[src/hw/rtl/lskv_pkg.sv]
// Types, codes and widths shared by the key/value table cells and top level.
// No dependencies.
`default_nettype none

package lskv_pkg;

    localparam int KEY_W      = 32;
    localparam int VAL_W      = 32;
    localparam int CNT_OUT_W  = 7;
    localparam int CAPACITY_D = 64;

    typedef enum logic [1:0] {
        CMD_READ   = 2'd0,
        CMD_WRITE  = 2'd1,
        CMD_DELETE = 2'd2,
        CMD_CLEAR  = 2'd3
    } t_cmd;

    typedef enum logic [1:0] {
        ST_OK     = 2'd0,
        ST_ABSENT = 2'd1,
        ST_FULL   = 2'd2
    } t_status;

    typedef struct packed {
        t_cmd             command;
        logic [KEY_W-1:0] key;
        logic [VAL_W-1:0] write_value;
    } t_in_word;

    typedef struct packed {
        logic [VAL_W-1:0]     read_value;
        logic                 found;
        t_status              status;
        logic [CNT_OUT_W-1:0] entry_count;
    } t_out_word;

    typedef struct packed {
        logic             valid;
        t_cmd             cmd;
        logic [KEY_W-1:0] key;
        logic [VAL_W-1:0] value;
        logic             hit;
        logic [VAL_W-1:0] rvalue;
    } t_token;

endpackage

`default_nettype wire

[src/hw/rtl/lskv_cell.sv]
// One table entry: key and value registers plus the token stage that passes
// the current command on to the next cell. Depends on lskv_pkg.
`default_nettype none

module lskv_cell #(
    parameter int CAPACITY = lskv_pkg::CAPACITY_D,
    parameter int INDEX    = 0,
    localparam int CW      = $clog2(CAPACITY + 1)
) (
    input  wire                         i_clk,
    input  wire                         i_rst_n,
    input  wire                         i_step,
    input  wire [CW-1:0]                i_count,
    input  lskv_pkg::t_token            i_tok,
    input  wire [lskv_pkg::KEY_W-1:0]   i_next_key,
    input  wire [lskv_pkg::VAL_W-1:0]   i_next_value,
    output logic [lskv_pkg::KEY_W-1:0]  o_key,
    output logic [lskv_pkg::VAL_W-1:0]  o_value,
    output lskv_pkg::t_token            o_tok
);

    logic [lskv_pkg::KEY_W-1:0] r_key, n_key;
    logic [lskv_pkg::VAL_W-1:0] r_value, n_value;
    lskv_pkg::t_token           r_tok, n_tok;
    logic                       w_live, w_match, w_append, w_shift;

    always_comb begin
        w_live   = CW'(INDEX) < i_count;
        w_match  = i_tok.valid && w_live && !i_tok.hit &&
                   (i_tok.cmd != lskv_pkg::CMD_CLEAR) && (r_key == i_tok.key);
        w_append = i_tok.valid && (i_tok.cmd == lskv_pkg::CMD_WRITE) && !i_tok.hit &&
                   (CW'(INDEX) == i_count);
        w_shift  = i_tok.valid && (i_tok.cmd == lskv_pkg::CMD_DELETE) &&
                   (i_tok.hit || w_match);

        n_key   = r_key;
        n_value = r_value;
        if (w_shift) begin
            n_key   = i_next_key;
            n_value = i_next_value;
        end else if (w_append) begin
            n_key   = i_tok.key;
            n_value = i_tok.value;
        end else if (w_match && (i_tok.cmd == lskv_pkg::CMD_WRITE)) begin
            n_value = i_tok.value;
        end

        n_tok     = i_tok;
        n_tok.hit = i_tok.hit || w_match;
        if (w_match) begin
            n_tok.rvalue = r_value;
        end
    end

    always_ff @(posedge i_clk) begin
        if (i_step) begin
            r_key   <= n_key;
            r_value <= n_value;
        end
    end

    always_ff @(posedge i_clk) begin
        if (!i_rst_n) begin
            r_tok.valid <= 1'b0;
        end else if (i_step) begin
            r_tok <= n_tok;
        end
    end

    assign o_key   = r_key;
    assign o_value = r_value;
    assign o_tok   = r_tok;

endmodule

`default_nettype wire
[config.mk]
export PLATFORM = sky130hd
export DESIGN_NAME = lskv_cell
export DESIGN_NICKNAME = d
export VERILOG_FILES = /design/src/hw/rtl/lskv_pkg.sv /design/src/hw/rtl/lskv_cell.sv
export SDC_FILE = /design/constraint.sdc
export NUM_CORES = 1
export LEC_CHECK = 0
export ABC_AREA = 1
export ABC_CLOCK_PERIOD_IN_PS = 4100
export BUFFER_PORTS_ARGS = -buffer_cell sky130_fd_sc_hd__buf_2
export CAP_MARGIN = 15
export CORE_MARGIN = 2
export CORE_UTILIZATION = 30
export DETAILED_ROUTE_END_ITERATION = 12
export GPL_ROUTABILITY_DRIVEN = 0
export GPL_TIMING_DRIVEN = 0
export PLACE_DENSITY = 0.62
export SLEW_MARGIN = 0
export SYNTH_ARGS = -nofsm -noshare
export SYNTH_HDL_FRONTEND = slang
export SYNTH_SLANG_ARGS = --single-unit
export TNS_END_PERCENT = 10
[constraint.sdc]
create_clock -name i_clk -period 4.1 [get_ports i_clk]
set_input_delay 0 -clock i_clk [delete_from_list [all_inputs] [get_ports i_clk]]
set_output_delay 0 -clock i_clk [all_outputs]
set_load 0.01 [all_outputs]
## Yosys cells after proc, flatten, opt, wreduce, memory -nomap -nowiden

Cells that the tools add are included.
W data, S select, Z words.

- Register bits after elaboration: 164
- Latch bits: 0
- Memory bits (writable): 0
- Bits in read-only memories: 0
- Input port bits: 174
- Output and inout port bits: 164
- Logic and storage cells: 37
- Memories: 0

- $add $sub $neg: 0
- Multipliers: 0
- Divide/modulo/power cells: 0
- $lt $le $gt $ge: 1
- Equal/unequal tests: 4
- Shift-type cells: 0
- Multiplexer cells: 6
- Bitwise logic cells: 0
- Reduce and logical (&&, ||, !) cells: 18

Operators by type and width:

| operator | number |
|---|---|
| $mux W32 | 6 |
| $eq A32 B32 Y1 | 1 |
| $logic_and A1 B1 Y1 | 10 |
| $logic_not A7 Y1 | 1 |
| $lt A1 B7 Y1 const A | 1 |
| $reduce_and A2 Y1 | 3 |
| $reduce_bool A3 Y1 | 1 |
| $eq A2 B1 Y1 const B | 1 |
| $eq A2 B2 Y1 const B | 1 |
| $ne A2 B2 Y1 const B | 1 |
| $reduce_bool A2 Y1 | 1 |
| $logic_not A1 Y1 | 1 |
| $logic_or A1 B1 Y1 | 1 |

## Logic depth before layout (Yosys ltp)

Gate-level depths: netlist of run 1.

- Word-level depth: 9
- Depth in mapped cells: 15
- Gate-level depth less buffers: 14

## Least setup slack after synthesis of run 1

Ideal clock, no wire load.

- Kind: register to register
- Start point: register r_key, in the netlist o_key[0]
- End point: register r_value, in the netlist o_value[0], enable pin
- Setup time: 0.389 ns
- Data arrival time: 2.072 ns
- Data required time: 3.711 ns
- Slack: 1.638 ns
- Stages on the path, launching flop included: 13
- Path buffers: 1
- Period minus slack after synthesis: 2.462 ns
- Cell sequence: edfxtp_1 -> xnor2_1 -> nand2_1 -> nor2_1 -> nand2_1 -> nor2_1 -> nand3_1 -> nand2_1 -> nand2_1 -> buf_6 -> nand2_1 -> nand2_1 -> nand2_1

- Longest elaborated chain between the ends: 6
- Elaborated cells between the ends (all ways): 7
- Those cells by class: 1 x eq/ne; 6 x reduce/logical

RTL lines:

| element | RTL line | source |
|---|---|---|
| start: declaration | lskv_cell.sv:22 | `logic [lskv_pkg::KEY_W-1:0] r_key, n_key;` |
| start signal: assignment | lskv_cell.sv:57 | `r_key <= n_key;` |
| $eq A32 B32 Y1 (*) | lskv_cell.sv:30 | `(i_tok.cmd != lskv_pkg::CMD_CLEAR) && (r_key == i_tok.key);` |
| $logic_and A1 B1 Y1 (*) | lskv_cell.sv:30 |  |
| $logic_or A1 B1 Y1 | lskv_cell.sv:34 | `(i_tok.hit \|\| w_match);` |
| $logic_and A1 B1 Y1 | lskv_cell.sv:33 | `w_shift = i_tok.valid && (i_tok.cmd == lskv_pkg::CMD_DELETE) &&` |
| $reduce_bool A3 Y1 (no line) (*) | n/a |  |
| $reduce_and A2 Y1 (no line) (*) | n/a |  |
| end signal: assignment | lskv_cell.sv:58 | `r_value <= n_value;` |
| end: declaration | lskv_cell.sv:23 | `logic [lskv_pkg::VAL_W-1:0] r_value, n_value;` |

Mark *: on every way between the ends. The rest lies on a longest branch, timed or not.
A chain may end at the register's enable or synchronous reset.

## Worst setup path in the final report of run 1

- Start point: register r_key, in the netlist o_key[18]
- End point: register r_value, in the netlist o_value[1], enable pin

The elaborated chain is that of the path after synthesis.

==> metrics.txt, run 1 <==
crit-path max FO=32; DRT iter0 DRCs=~410; global routing's busiest layer=met2; Hold Path Stages=3; Core Footprint=roughly 23000 sq um; Max Slew Vio Count=0; simple-gate share of the synthesized area=0.193; fmax=about 350 MHz; Vias=approximately 6500; Peak VDD IR=approximately 210 uV; Crit path arrival time=2.88 ns; Hold-fix buffers, CTS=about 160; GR Util All Layers=0.189; Reg clk slew, reported paths=about 0.070 ns; Synth Area in XOR/XNOR=0.00994; Leak=5.42 nW; number of iterations in the first detailed-routing pass=5; Worst Hold End=o_tok[22]$_DFFE_PP_; CP Data Required Time=4.14 ns; Worst R2R Path Depth=14; syn_area_per_cell=between 10 and 15 sq um; die height=157 microns; CP startpoint kind=flop; EDFF count, synth=approximately 160; Internal Power=approximately 3.1 mW; PwrDens=approximately 360 nW/um^2; IO Pins=around 340; TritonCTS Buffers=17; crit path kind=reg -> reg; Final period util=0.691; fin crit period=2.83 ns; end-of-flow core utilization=0.492; Final Skew=between 0.01 and 0.015 ns; area grow syn2layout=62.3%; worst skew pair latency=0.42 ns; CTS resizes=0; combinational share of power=0.126; Port Buf Inserts=337; largest net degree at the start of global routing=62; post-synthesis cell type count=22; final hold violations=0; vias in the first global route=6559; Worst Tran Pin Value=around 0.83 ns; most common flop cell mapped by yosys=edfxtp_1; gr ovfl total=0; die width=between 150 and 200 microns; complex-gate fraction of the synthesized area=0.0257; Die Area=around 25000 sq um; met2 GRT Util=0.344; DRC violations left=0; MaxCap Viol Count=0; wirelength, routed=about 24000 microns; vias per inst=~4.3; Async S/R FF share, synth=0; Clk network pwr share=0.400; reg-to-reg critical path endpoint=o_value[1]$_DFFE_PP_; Sequential Power Share=0.474; num rows=56; TNS Setup=0 ns; met1 Use GR=0.213; yosys warns=0; Adder-Cell Fraction of Synth Area=0; largest family of logic cells by synthesized area=simple AND/OR/NAND/NOR gates; R2R Path Start=o_key[18]$_DFFE_PP_; Starting Density=0.303; commonest non-fill, non-tap cell in the layout=buf_2; hold path start=i_tok[22]; Routed Antenna Nets=0; Worst R2R Setup Slack=1.27 ns; hold_ws=around 0.035 ns; clock sink count=164; CTS max path bufs=2; Mapped Cells=around 660; RSZ-0062 raised after global routing=no; final net count=~1400; DR WL/cell=around 16 microns; CTS root buf=clkbuf_16; synth top area cells=edfxtp_1 (69%), nand2_1 (13%), nand3_1 (4.8%), inv_1 (4.7%), o21ai_0 (1.6%); Sw Pwr=1.01 mW; number of setup buffers added after CTS=0; met3 Usage GRT=0.0509; dpl hpwl=16900 microns; area of the mapped netlist=around 7100 sq um; area leader, netlist=edfxtp_1; status=completed; H-tree levels=4; register area share after synthesis=0.697; global-route wire length before repair=35000 microns; CP Launch Point=o_key[18]$_DFFE_PP_; Yosys reg bits=164; antenna cells=0; share of the synthesized area in the top cell type=0.694; most frequent cells in the layout=buf_2 (344), nand2_1 (245), dlygate4sd3_1 (164), edfxtp_1 (163), inv_1 (88); hold crit path type=in -> reg; CTS tree=yes; mux contribution to synthesized area=0; crit path capture type=flop; Rel. slew slack=0.442; ratio of cells with drive above 1 in the final layout=0.330; initial antenna violation count=0; syn_nets=837; Sw Ratio=0.244; endpoints failing setup=0
-- stage by stage --
stage	instance area (sq um)	cells	setup slack, ns	total power [mW]
2_1_floorplan	7050	663	1.64	2.16
3_3_place_gp	9140	1319	0.559	2.39
4_1_cts	11400	1517	1.15	4.18
6_report	11400	1517	1.27	4.14
5_1_grt	11400	1517	0.847	4.29
3_5_place_dp	9200	1321	1.14	2.39
-- Yosys cell counts, types with 2 or more instances --
cell,instances
inv_2,2
buf_6,6
nand3_1,68
buf_2,7
nor2_1,17
inv_1,89
xnor2_1,7
clkbuf_1,9
o21ai_1,11
o21ai_0,23
buf_4,6
edfxtp_1,163
nand2_1,246
-- power by group through the flow --
stage / sequential (mW) / clock, mW / combinational, mW
after floorplan: 2.05 / 0 / 0.119
after global placement: 2.00 / 0 / 0.385
after detailed placement: 2.00 / 0 / 0.394
after CTS: 1.96 / 1.70 / 0.518
final: 1.96 / 1.66 / 0.520
after global routing: 1.97 / 1.75 / 0.570
-- how the worst max path moves through the flow --
stage | end | cells past startpoint
2_1_floorplan | o_value[0]$_DFFE_PP_ | 12
4_1_cts | o_value[4]$_DFFE_PP_ | 14
6_report | o_value[1]$_DFFE_PP_ | 14
3_3_place_gp | o_tok[79]$_DFFE_PP_ | 3
5_1_grt | o_value[11]$_DFFE_PP_ | 14
3_5_place_dp | o_value[10]$_DFFE_PP_ | 14
-- registers in the layout (all words and copies together) (netlist names) --
| name | cells |
|---|---|
| o_key | 32 |
| o_tok | 100 |
| o_value | 32 |
-- critical path: stages, from the launching register on --
cell	delay, ns
edfxtp_1	0.42
inv_1	0.07
nand2_1	0.04
nand2_1	0.11
nand2_1	0.08
nor2_1	0.10
nand2_1	0.06
nor2_1	0.12
nand3_1	0.17
nand2_1	0.14
nand2_1	0.14
buf_6	0.20
nand2_1	0.06
nand2_1	0.07
nand2_2	0.61
-- layout make-up --
class,instances,area [sq um]
Clock inverter,15,180
Fill cell,2103,11800
Timing Repair Buffer,503,3380
Multi-Input combinational cell,380,1620
Buffer,28,181
Tap cell,319,399
Sequential cell,164,4910
Inverter,91,344
Clock buffer,17,425
-- cell families after synthesis --
family / count (synthesis)
xor gates and xnor gates: 8
and+or+nand+nor: 336
AOI/OAI and AO/OA: 36
DFF: 164
buffers and inverters: 119
-- routing by layer --
layer  share of wire  vias to the layer above  routed length (microns)
met5               0                        -                        0
met4           0.024                        0                      577
met3           0.078                       35                     1880
met2            0.51                      304                    12300
met1            0.39                     2961                     9380
li1                -                     3212                        -
Power figures use the tool's default switching activity.
==> run 2, diff against run 1 <==
--- a/config.mk
+++ b/config.mk
@@ -5,8 +5,8 @@
 export SDC_FILE = /design/constraint.sdc
 export NUM_CORES = 1
 export LEC_CHECK = 0
-export ABC_AREA = 1
-export ABC_CLOCK_PERIOD_IN_PS = 4100
+export ABC_AREA = 0
+export ABC_CLOCK_PERIOD_IN_PS = 2790
 export BUFFER_PORTS_ARGS = -buffer_cell sky130_fd_sc_hd__buf_2
 export CAP_MARGIN = 15
 export CORE_MARGIN = 2
@@ -14,7 +14,7 @@
 export DETAILED_ROUTE_END_ITERATION = 12
 export GPL_ROUTABILITY_DRIVEN = 0
 export GPL_TIMING_DRIVEN = 0
-export PLACE_DENSITY = 0.62
+export PLACE_DENSITY = 0.59
 export SLEW_MARGIN = 0
 export SYNTH_ARGS = -nofsm -noshare
 export SYNTH_HDL_FRONTEND = slang
==> constraint.sdc (replaced) <==
create_clock -name i_clk -period 2.79 [get_ports i_clk]
set_input_delay 0 -clock i_clk [delete_from_list [all_inputs] [get_ports i_clk]]
set_output_delay 0 -clock i_clk [all_outputs]
set_load 0.01 [all_outputs]
==> metrics.txt, run 2 <==
CP max stage delay=0.41 ns (was 0.61 ns); number of iterations in the first detailed-routing pass=8 (was 5); DRC violations left=0 (unchanged); area of the mapped netlist=8810 sq um (was 7050 sq um); Yosys reg bits=164 (unchanged); Placed Area=11100 sq um (was 9200 sq um); CTS root buf=clkbuf_16 (unchanged); die height=175 microns (was 157 microns); complex-gate fraction of the synthesized area=0.140 (was 0.0257); clock sink count=164 (unchanged); Worst R2R Setup Slack=0.03 ns (was 1.27 ns); post-synthesis cell type count=31 (was 22); global-route wire length before repair=50000 microns (was 35000 microns); CTS max path bufs=2 (unchanged); hold crit path type=in -> reg (unchanged); Adder-Cell Fraction of Synth Area=0 (unchanged); CTS tree=yes (unchanged); Rel. slew slack=0.415 (was 0.442); endpoints failing setup=0 (unchanged); RSZ-0062 raised after global routing=yes (was no); most common flop cell mapped by yosys=edfxtp_1 (unchanged); DRT iter0 DRCs=703 (was 405); fin crit period=2.76 ns (was 2.83 ns); synth top area cells=edfxtp_1 (56%), a221o_1 (7.3%), a211o_1 (6.4%), nor4_1 (5.1%), nor2b_1 (4.7%) (was edfxtp_1 (69%), nand2_1 (13%), nand3_1 (4.8%), inv_1 (4.7%), o21ai_0 (1.6%)); combinational share of power=0.143 (was 0.126); Routed Antenna Nets=0 (unchanged); Starting Density=0.306 (was 0.303); vias in the first global route=8290 (was 6559); largest family of logic cells by synthesized area=simple AND/OR/NAND/NOR gates (unchanged); num rows=62 (was 56); largest net degree at the start of global routing=60 (was 62); hold path start=i_next_key[30] (was i_tok[22]); most frequent cell after synthesis=edfxtp_1 (was nand2_1); Internal Power=4.82 mW (was 3.13 mW); Crit path arrival time=2.91 ns (was 2.88 ns); Final Skew=0.0110 ns (was 0.0137 ns); reg-to-reg critical path endpoint=o_key[28]$_DFFE_PP_ (was o_value[1]$_DFFE_PP_); crit path capture type=flop (unchanged); max FFs per register=100 (unchanged); wirelength, routed=34000 microns (was 24200 microns); worst skew pair latency=0.44 ns (was 0.42 ns); initial antenna violation count=4 (was 0); Worst R2R Path Depth=9 (was 14); dpl hpwl=24100 microns (was 16900 microns); Worst Tran Pin Value=0.878 ns (was 0.834 ns); Core Footprint=28800 sq um (was 23300 sq um); most frequent cells in the layout=buf_2 (344), edfxtp_1 (163), dlygate4sd3_1 (100), nor4_1 (70) (was buf_2 (344), nand2_1 (245), dlygate4sd3_1 (164), edfxtp_1 (163), inv_1 (88)); commonest non-fill, non-tap cell in the layout=buf_2 (unchanged); Critical-path top delay cell=or3_1 (was nand2_2); area grow syn2layout=45.4% (was 62.3%); area leader, netlist=edfxtp_1 (unchanged); hold_ws=0.0739 ns (was 0.0353 ns); die width=175 microns (was 157 microns); DR WL/cell=21.4 microns (was 15.9 microns); EDFF count, synth=163 (unchanged); Reg clk slew, reported paths=0.07 ns (about the same); TritonCTS Buffers=17 (unchanged); Synth Area in XOR/XNOR=0.0308 (was 0.00994); Hold Path Stages=4 (was 3); syn_nets=894 (was 837); Sw Ratio=0.248 (was 0.244); MaxCap Viol Count=0 (unchanged); Peak VDD IR=361 uV (was 213 uV); Worst Hold End=o_key[30]$_DFFE_PP_ (was o_tok[22]$_DFFE_PP_); register area share after synthesis=0.558 (was 0.697); R2R Path Start=o_key[29]$_DFFE_PP_ (was o_key[18]$_DFFE_PP_); simple-gate share of the synthesized area=0.182 (was 0.193); Sw Pwr=1.59 mW (was 1.01 mW); CP Data Required Time=2.94 ns (was 4.14 ns); Vias=8256 (was 6512); crit-path max FO=11 (was 32); Die Area=30800 sq um (was 24700 sq um); Mapped Cells=720 (was 663); Final Cell Area=12800 sq um (was 11400 sq um); Max Slew Vio Count=0 (unchanged); Synth top cells by count=edfxtp_1 (163), nor4_1 (72), nand2_1 (66), nor2b_1 (66) (was nand2_1 (246), edfxtp_1 (163), inv_1 (89), nand3_1 (68), o21ai_0 (23)); Final period util=0.990 (was 0.691); syn_area_per_cell=12.2 sq um (was 10.6 sq um); final net count=1359 (unchanged); vias per inst=5.21 (was 4.29); Port Buf Inserts=337 (unchanged); final hold violations=0 (unchanged); critical path, cell by cell=xor2_1 -> nor4_2 -> nand4_1 -> or3_1 -> buf_6 -> buf_6 -> a21oi_4 -> buf_12 -> buf_12 (was inv_1 -> nand2_1 -> nand2_1 -> nand2_1 -> nor2_1 -> nand2_1 -> nor2_1 -> nand3_1 -> nand2_1 -> nand2_1 -> buf_6 -> nand2_1 -> nand2_1 -> nand2_2); IO Pins=338 (unchanged); GR Util All Layers=0.215 (was 0.189); final worst slack=0.0265 ns (was 1.27 ns); dpl ws=-0.495 ns (was 1.14 ns); Sequential Power Share=0.449 (was 0.474); share of the synthesized area in the top cell type=0.556 (was 0.694); gr ovfl total=0 (unchanged); Async S/R FF share, synth=0 (unchanged); CP startpoint kind=flop (unchanged); H-tree levels=4 (unchanged); PwrDens=500 nW/um^2 (was 362 nW/um^2); ratio of cells with drive above 1 in the final layout=0.357 (was 0.330); crit path kind=reg -> reg (unchanged); Clk network pwr share=0.408 (was 0.400); mux contribution to synthesized area=0.0535 (was 0); fmax=362 MHz (was 353 MHz); Leak=5.39 nW (was 5.42 nW); yosys warns=0 (unchanged); fill cell count=2724 (was 2103); status=completed (unchanged)
==> run 2: worst max path at each step <==
stage                              startpoint                  end  slack, ns  cells past startpoint
after global routing      o_key[11]$_DFFE_PP_  o_key[19]$_DFFE_PP_      -0.02                      9
after detailed placement  o_key[29]$_DFFE_PP_  o_key[28]$_DFFE_PP_      -0.49                      8
after CTS                 o_key[29]$_DFFE_PP_  o_key[10]$_DFFE_PP_       0.02                      6
after floorplan           o_key[23]$_DFFE_PP_   o_key[0]$_DFFE_PP_      -0.27                      7
after global placement    o_key[29]$_DFFE_PP_  o_key[28]$_DFFE_PP_      -1.63                      7
final                     o_key[29]$_DFFE_PP_  o_key[28]$_DFFE_PP_       0.03                      9
==> run 2: kinds of logic (layout without fill, tap and decap cells) <==
kind of cell    count (synthesis)  count (layout)
flops                         164             164
other cells                     0               4
buf+inv                        75             553
mux                            33              33
xor+xnor                       31              31
compound gates                135             135
simple gates                  282             282
==> run 2: stage by stage <==
step | utilization | power, mW | instances | TNS, ns
2_1_floorplan | - | 3.33 | 720 | -17.17
3_3_place_gp | 0.382 | 3.72 | 1441 | -235.19
3_5_place_dp | 0.384 | 3.72 | 1444 | -31.04
4_1_cts | 0.445 | 6.45 | 1582 | 0
5_1_grt | 0.445 | 6.61 | 1584 | -0.324
6_report | 0.445 | 6.41 | 1586 | 0
==> run 2: what timing repair did <==
item                       in CTS  in global routing
cloned                          1                  0
resized for setup               7                  9
hold buffers                  100                  0
setup endpoints to repair     124                 91
buffers inserted                6                  0
hold endpoints to repair      123                  0
pin swaps                       5                  2
==> run 2: final cells by class <==
| cell class | instances | area [sq um] | area share |
|---|---|---|---|
| repair buffers | 447 | 2840 | 0.221 |
| flip-flops and latches | 164 | 4910 | 0.384 |
| clock buffers | 18 | 429 | 0.0335 |
| clock inverters | 14 | 200 | 0.0156 |
| diodes | 4 | 10.0 | 0.000781 |
| plain buffers | 73 | 320 | 0.0250 |
| well taps | 384 | 480 | 0.0375 |
| inverters | 1 | 3.75 | 0.000293 |
| multi-input cells | 481 | 3620 | 0.282 |
==> run 2: critical path, delay by kind of cell (launching register included) <==
family	cells	cell delay, ns
simple gates	3	1.02
buf+inv	4	0.65
compound gates	1	0.17
flops	1	0.40
xor+xnor	1	0.21
==> run 2: power groups by stage <==
stage | sequential (mW) | clock (mW) | combinational, mW
6_report | 2.88 | 2.61 | 0.915
5_1_grt | 2.89 | 2.74 | 0.986
4_1_cts | 2.88 | 2.66 | 0.913
3_5_place_dp | 2.93 | 0 | 0.794
3_3_place_gp | 2.94 | 0 | 0.777
2_1_floorplan | 3.00 | 0 | 0.331
==> run 2: per-layer routing <==
layer	share of wire	vias to the layer above	GRT usage
met5	0	-	0
li1	-	3799	-
met4	0.016	0	0.0559
met2	0.49	360	0.373
met1	0.42	4062	0.272
met3	0.072	35	0.0476
